### config.mk
export PLATFORM = sky130hd
export DESIGN_NAME = sca_ctrl
export DESIGN_NICKNAME = d
export VERILOG_FILES = /design/src/sca_pkg.sv /design/src/sca_ctrl.sv
export SDC_FILE = /design/constraint.sdc
export NUM_CORES = 1
export LEC_CHECK = 0
export ABC_CLOCK_PERIOD_IN_PS = 2500
export BUFFER_PORTS_ARGS = -buffer_cell sky130_fd_sc_hd__clkbuf_2
export CAP_MARGIN = 20
export CORE_AREA = 2 2 39 41
export DETAILED_ROUTE_END_ITERATION = 7
export DIE_AREA = 0 0 41 43
export PLACE_DENSITY = 0.3
export SLEW_MARGIN = 20
export SYNTH_ARGS = -nofsm -noshare
export SYNTH_HDL_FRONTEND = slang
export SYNTH_SLANG_ARGS = --single-unit
### constraint.sdc
create_clock -name clock -period 2.5 [get_ports clock]
set_clock_uncertainty 0.2 [all_clocks]
set_input_delay 0.125 -clock clock [delete_from_list [all_inputs] [get_ports clock]]
set_output_delay 0.125 -clock clock [all_outputs]
set_load 0.005 [all_outputs]
### src/sca_pkg.sv
// ----------------------------------------------------------------------------
// sca_pkg
// Shared types, widths and constants of the size-class block allocator.
// ----------------------------------------------------------------------------
`default_nettype none

package sca_pkg;

   // Field and register widths
   localparam int MAX_CLASSES = 4;
   localparam int SIZE_W      = 13;
   localparam int CNT_W       = 9;
   localparam int SPAN_W      = SIZE_W + CNT_W;
   localparam int ADDR_W      = 32;
   localparam int REQ_W       = 16;
   localparam int EXTRA_W     = 16;
   localparam int STATUS_W    = 3;
   localparam int CLASS_W     = 2;
   localparam int CSR_IDX_W   = 3;
   localparam int CSR_DATA_W  = 13;
   localparam int SETTLE_W    = $clog2(MAX_CLASSES + 1);

   // Parameter defaults
   localparam int DEF_NUM_CLASSES      = 4;
   localparam int DEF_BLOCKS_PER_CLASS = 256;
   localparam int DEF_POOL_BASE        = 4096;

   // Register map: size registers first, then count registers
   localparam logic [CSR_IDX_W-1:0] CSR_FIRST_COUNT = 3'd4;

   localparam logic [CNT_W-1:0] COUNT_RESET = 9'd256;

   // Request modes
   localparam logic MODE_ALLOC = 1'b0;
   localparam logic MODE_FREE  = 1'b1;

   typedef enum logic [STATUS_W-1:0] {
      STAT_POOL_ALLOC = 3'd0,
      STAT_FALLBACK   = 3'd1,
      STAT_BAD_SIZE   = 3'd2,
      STAT_POOL_FREE  = 3'd3,
      STAT_EXTRA_FREE = 3'd4,
      STAT_NULL       = 3'd5,
      STAT_ERROR      = 3'd6
   } status_type;

   typedef enum logic [1:0] {
      S_IDLE   = 2'd0,
      S_LOOKUP = 2'd1,
      S_RESULT = 2'd2
   } state_type;

   // Controller to datapath
   typedef struct packed {
      logic accept;
      logic lookup;
      logic load_out;
   } cmd_type;

   // Datapath to controller
   typedef struct packed {
      logic cfg_busy;
   } dp_stat_type;

   // Block size of class c after reset: 64, 128, 256, 512
   function automatic logic [SIZE_W-1:0] size_reset(input int unsigned c);
      return SIZE_W'(64 << c);
   endfunction

endpackage

`default_nettype wire

### src/sca_ctrl.sv
// ----------------------------------------------------------------------------
// sca_ctrl
// Request sequencer: accept, look up, then hand the result to the output
// register.
// ----------------------------------------------------------------------------
`default_nettype none

module sca_ctrl (
   input  wire logic                 clock,
   input  wire logic                 reset,
   input  wire logic                 req_valid,
   output logic                      req_stall,
   output logic                      rsp_valid,
   input  wire logic                 rsp_stall,
   input  wire sca_pkg::dp_stat_type stat,
   output sca_pkg::cmd_type          cmd
);

   sca_pkg::state_type state_ff, state_in;
   logic rsp_valid_ff, rsp_valid_in;
   logic out_free;
   logic can_accept;

   always_ff @(posedge clock) begin
      if (reset) begin
         state_ff     <= sca_pkg::S_IDLE;
         rsp_valid_ff <= 1'b0;
      end else begin
         state_ff     <= state_in;
         rsp_valid_ff <= rsp_valid_in;
      end
   end

   always_comb begin
      out_free   = !rsp_valid_ff || !rsp_stall;
      can_accept = 1'b0;
      state_in   = state_ff;
      cmd        = '0;
      unique case (state_ff)
         sca_pkg::S_IDLE: begin
            can_accept = !stat.cfg_busy;
            if (req_valid && can_accept) begin
               state_in = sca_pkg::S_LOOKUP;
            end
         end
         sca_pkg::S_LOOKUP: begin
            cmd.lookup = 1'b1;
            state_in   = sca_pkg::S_RESULT;
         end
         sca_pkg::S_RESULT: begin
            // take the next request in the same cycle the result leaves
            can_accept = out_free && !stat.cfg_busy;
            if (out_free) begin
               cmd.load_out = 1'b1;
               state_in     = (req_valid && can_accept) ? sca_pkg::S_LOOKUP
                                                        : sca_pkg::S_IDLE;
            end
         end
         default: begin
            state_in = sca_pkg::S_IDLE;
         end
      endcase
      cmd.accept   = req_valid && can_accept;
      rsp_valid_in = cmd.load_out ? 1'b1 : (rsp_valid_ff && rsp_stall);
   end

   assign req_stall = !can_accept;
   assign rsp_valid = rsp_valid_ff;

endmodule

`default_nettype wire

======== Word level (Yosys, flattened, before mapping) ========
Cells that the tools add are included.
cells by class
  eq/ne operators ......................... 4
  muxes and demuxes ....................... 9
  reductions and logical operators ........ 12
operator list
  cell                  number
  $pmux W2 S3           1
  $logic_and A1 B1 Y1   5
  $mux W1               5
  $logic_not A1 Y1      4
  $mux W2               2
  $ne A2 B2 Y1 const B  2
  $eq A2 B1 Y1 const B  1
  $eq A2 B2 Y1 const B  1
  $logic_not A2 Y1      1
  $pmux W1 S2           1
  $reduce_and A2 Y1     1
  $logic_or A1 B1 Y1    1
word-level totals
  flip-flop bits (word level) ............. 3
  input port bits ......................... 5

======== Logic depth before layout (Yosys ltp) ========
  word-level depth ........................ 7
  gate-level depth with buffers ........... 3
  gate-level depth less buffers ........... 2

======== Worst setup path before layout ========
OpenSTA, ideal clock, no wires.
  path type ............................... flip-flop to output port
  start point ............................. register rsp_valid_ff, in the netlist rsp_valid
  end point ............................... output port cmd[2] (netlist bit)
  arrival ................................. 865 ps
  required time ........................... 2175 ps
  setup slack ............................. 1310 ps
  stages on the path, launching flop included .. 3
  cell sequence ........................... dfxtp_1 > a311o_2 > nor2_1
RTL lines
  what                      RTL line        text
  start: declaration        sca_ctrl.sv:20  logic rsp_valid_ff, rsp_valid_in;
  start signal: assignment  sca_ctrl.sv:30  rsp_valid_ff <= rsp_valid_in;
  end: declaration          sca_ctrl.sv:16  output sca_pkg::cmd_type cmd

======== Worst setup path in the final report ========
  start point ............................. input port rsp_stall
  end point ............................... register state_ff[0]
between the ends
  longest elaborated chain between the ends .. 7
  elaborated cells on any way between the ends .. 9
ends and longest elaborated chain
  what                    RTL line        text
  start: declaration      sca_ctrl.sv:14  input wire logic rsp_stall,
  $logic_not A1 Y1 *      sca_ctrl.sv:35  out_free = !rsp_valid_ff || !rsp_stall;
  $logic_or A1 B1 Y1 *    sca_ctrl.sv:35
  $logic_and A1 B1 Y1     sca_ctrl.sv:52  can_accept = out_free && !stat.cfg_busy;
  $logic_and A1 B1 Y1     sca_ctrl.sv:55  state_in = (req_valid && can_accept) ? sca_pkg::S_LOOKUP
  $mux W1                 sca_ctrl.sv:55
  $mux W2                 sca_ctrl.sv:53  if (out_free) begin
  $pmux W2 S3             sca_ctrl.sv:39  unique case (state_ff)
  end signal: assignment  sca_ctrl.sv:26  state_ff <= sca_pkg::S_IDLE;
  end signal: assignment  sca_ctrl.sv:29  state_ff <= state_in;
  end: declaration        sca_ctrl.sv:19  sca_pkg::state_type state_ff, state_in;
Every way passes the cells marked *; elsewhere a longest branch is shown, timed or not. The select of a mux whose other input is x is not followed.
A chain may end at the register's enable or synchronous reset.

==> impl_results.md <==
- Total Power: 154 uW
- Insertion delay to the later sink of the worst-skew pair: 0.23 ns
- CTS root buf: clkbuf_4
- Clock Path Buffers: 2
- Syn Inst Count: 16
- Post-CTS Resized: 0
- CP required: 2.48 ns
- Gr busiest metal: met1
- Share of layout cells above drive strength 1: 45.2%
- Buffers added on ports: 9
- Fin. max-slew vios: 0
- Routed len/inst: 7.60 microns
- Crit-path max FO: 4
- Worst slack, placed: 1.21 ns
- Worst slew pin tran: 0.166 ns
- Min-Delay Path Depth: 2
- GRT overflow: 0
- Buf/Inv on CP: 3
- M3 GR Usage: 6.28%
- Final GP Congestion: 0.585
- Clock-pin transition on the worst setup and hold timing paths: 0.04 ns
- Highest achievable clock rate: 534 MHz
- Crit-path leading delay family: buffers and inverters
- CP Launch Point: rsp_stall
- Antenna Violating Nets Remaining: 0
- Met1 Track Usage GR: 6.73%
- Final Critical Period: 1.87 ns
- Final setup vio count: 0
- Pwr per Cell Area: 606 nW/um^2
- Crit path top cell by count: dlygate4sd3_1
- Ports: 10
- Final period utilization: 74.8%
- Area share of the largest cell type after synthesis: 42.9%
- Post-CTS setup buffer count: 0
- Fill cell count: 158
- Starting Density: 10.1%
- Initial antenna violation count: 0
- Synth area leaders: dfxtp_1 (43%), a21oi_1 (11%), nand2b_1 (8.9%)
- Number of global-route vias before repair: 153
- Antenna diode count: 0
- Global-route wire length before repair: 593 microns
- Drt drc: 0
- Clock Sinks: 3
- Full die area: 1760 sq um
- M2 GR Usage: 5.31%
- Post-Route WL: 357 microns
- Startpoint types: input pin
- Cell variety after synth: 10
- Crit Reg-Reg Endpoint: state_ff[0]
- Total iterations of the first detailed-routing run: 2
- Sequential share of the synthesized area: 42.9%
- Vias/cell: 3.49
- Hold_sp: rsp_valid
- Critical setup path kind: input pin to register
- Rel. slew slack: 88.9%
- Worst hold path class: register to register
- Final core occ: 18.4%
- CTS HTree Levels: 1
- CTS tree: done
- Maxcap violations: 0
- Worst Reg2Reg Path Length in Cells: 3
- Flop2flop setup slack: 0.83 ns
- Die X-Extent: 41 microns
- Area leader, netlist: dfxtp_1
- Largest net degree at the start of global routing: 6
- Hold Fails Final Rpt: 0
- LEAKAGE: 0.123 nW
- Site Rows: 14
- Die Y-Extent: 43 microns
- Post-Syn Nets: 21
- Largest stage delay, worst path: 0.55 ns
- Number of DRC markers in iteration 0: 3
- All-Layer GR Usage: 5.62%
- Unrepaired setup endpoints after global routing: false
- Worst vdd rail ir drop: 0.000174 V
- CTS Buf Count: 3
- Seq cells post-synth: 3
- CP cell instances: dlygate4sd3_1, clkbuf_2, a311o_2, nor3_2, dlygate4sd3_1
- Hold path endpoint: rsp_valid
- Layout Nets: 37
- P&R area growth vs syn: 81.3%
- TNS Setup: 0 ns
- Via count: 164
- Worst setup EP type: register
- Run status: finished clean
- Syn Std Cell Area: 140 sq um
- CP max stage cell: dlygate4sd3_1
- Core area: 1380 sq um
- Ys Warns: 0
- Synthesized area per cell: 8.76 sq um
- R2r startpoint: rsp_valid
- PnR worst setup slack: 0.629 ns
- Arr. time, crit path: 1.85 ns
cells by family after synthesis:
group	after synthesis	synth area share (%)
flops	3	42.9
simple gates	6	27.7
buf+inv	3	10.7
compound gates	4	18.7
layout make-up:
type	instances	area (sq um)	share of cell area [%]
tap	16	20.0	7.88
clock buffer	4	26.3	10.3
inverter	2	7.51	2.96
multi-input combinational	10	65.1	25.6
timing repair buffer	12	75.1	29.6
sequential	3	60.1	23.6
power by group:
group | internal, mW | switching, mW | total (mW)
logic | 0.0101 | 0.00724 | 0.0173
clock network | 0.0599 | 0.0259 | 0.0857
registers | 0.0496 | 0.00132 | 0.0509
total | 0.120 | 0.0344 | 0.154
state kept, by name, indices dropped and copies added, names as in the netlist:
name	flops
rsp_valid	1
state_ff	2
layout by cell type (no fill, tap or decap), drive strengths merged:
cell	count
a21oi	3
dlygate4sd3	3
clkbuf	13
nand2b	2
inv	2
nand4b	1
nor2	1
a311o	1
nor3	1
dfxtp	3
nand2	1
worst max-delay path by stage:
stage,endpoint,slack [ns],cells past startpoint
after global routing,state_ff[0],0.59,5
after floorplan,cmd[2],1.31,2
after CTS,state_ff[0],0.65,5
final,state_ff[0],0.63,5
after global placement,cmd[2],1.22,3
after detailed placement,cmd[2],1.21,3
metal layers:
layer | share of wire, % | vias to the layer above | wire, microns
li1 | - | 84 | -
met1 | 54 | 70 | 192
met2 | 33 | 10 | 118
met3 | 13 | 0 | 46
met4 | 0 | 0 | 0
met5 | 0 | - | 0
cell usage after synthesis:
cell      n
a21oi_1   3
dfxtp_1   3
inv_1     2
nand2b_1  2
a311o_2   1
buf_4     1
nand2_1   1
nand4b_1  1
nor2_1    1
nor3_2    1
repair_timing:
action                                 CTS  global route
setup endpoints to repair                0             0
hold buffers                             3             0
endpoints found under the hold margin    3             0
worst register-to-register path, cell delays in order, from the launching register on:
cell and delay, ns:
dfxtp_1 0.34, a311o_2 0.43, nor3_2 0.10, dlygate4sd3_1 0.55
per-stage QoR:
step	area, sq um	hold WS, ns	cells
after detailed placement	198	0.141	40
after CTS	254	0.316	47
final	254	0.315	47
after global routing	254	0.339	47
after floorplan	140	-0.00593	16
after global placement	198	0.141	40
Note: power is estimated with default switching activity, not from simulation.
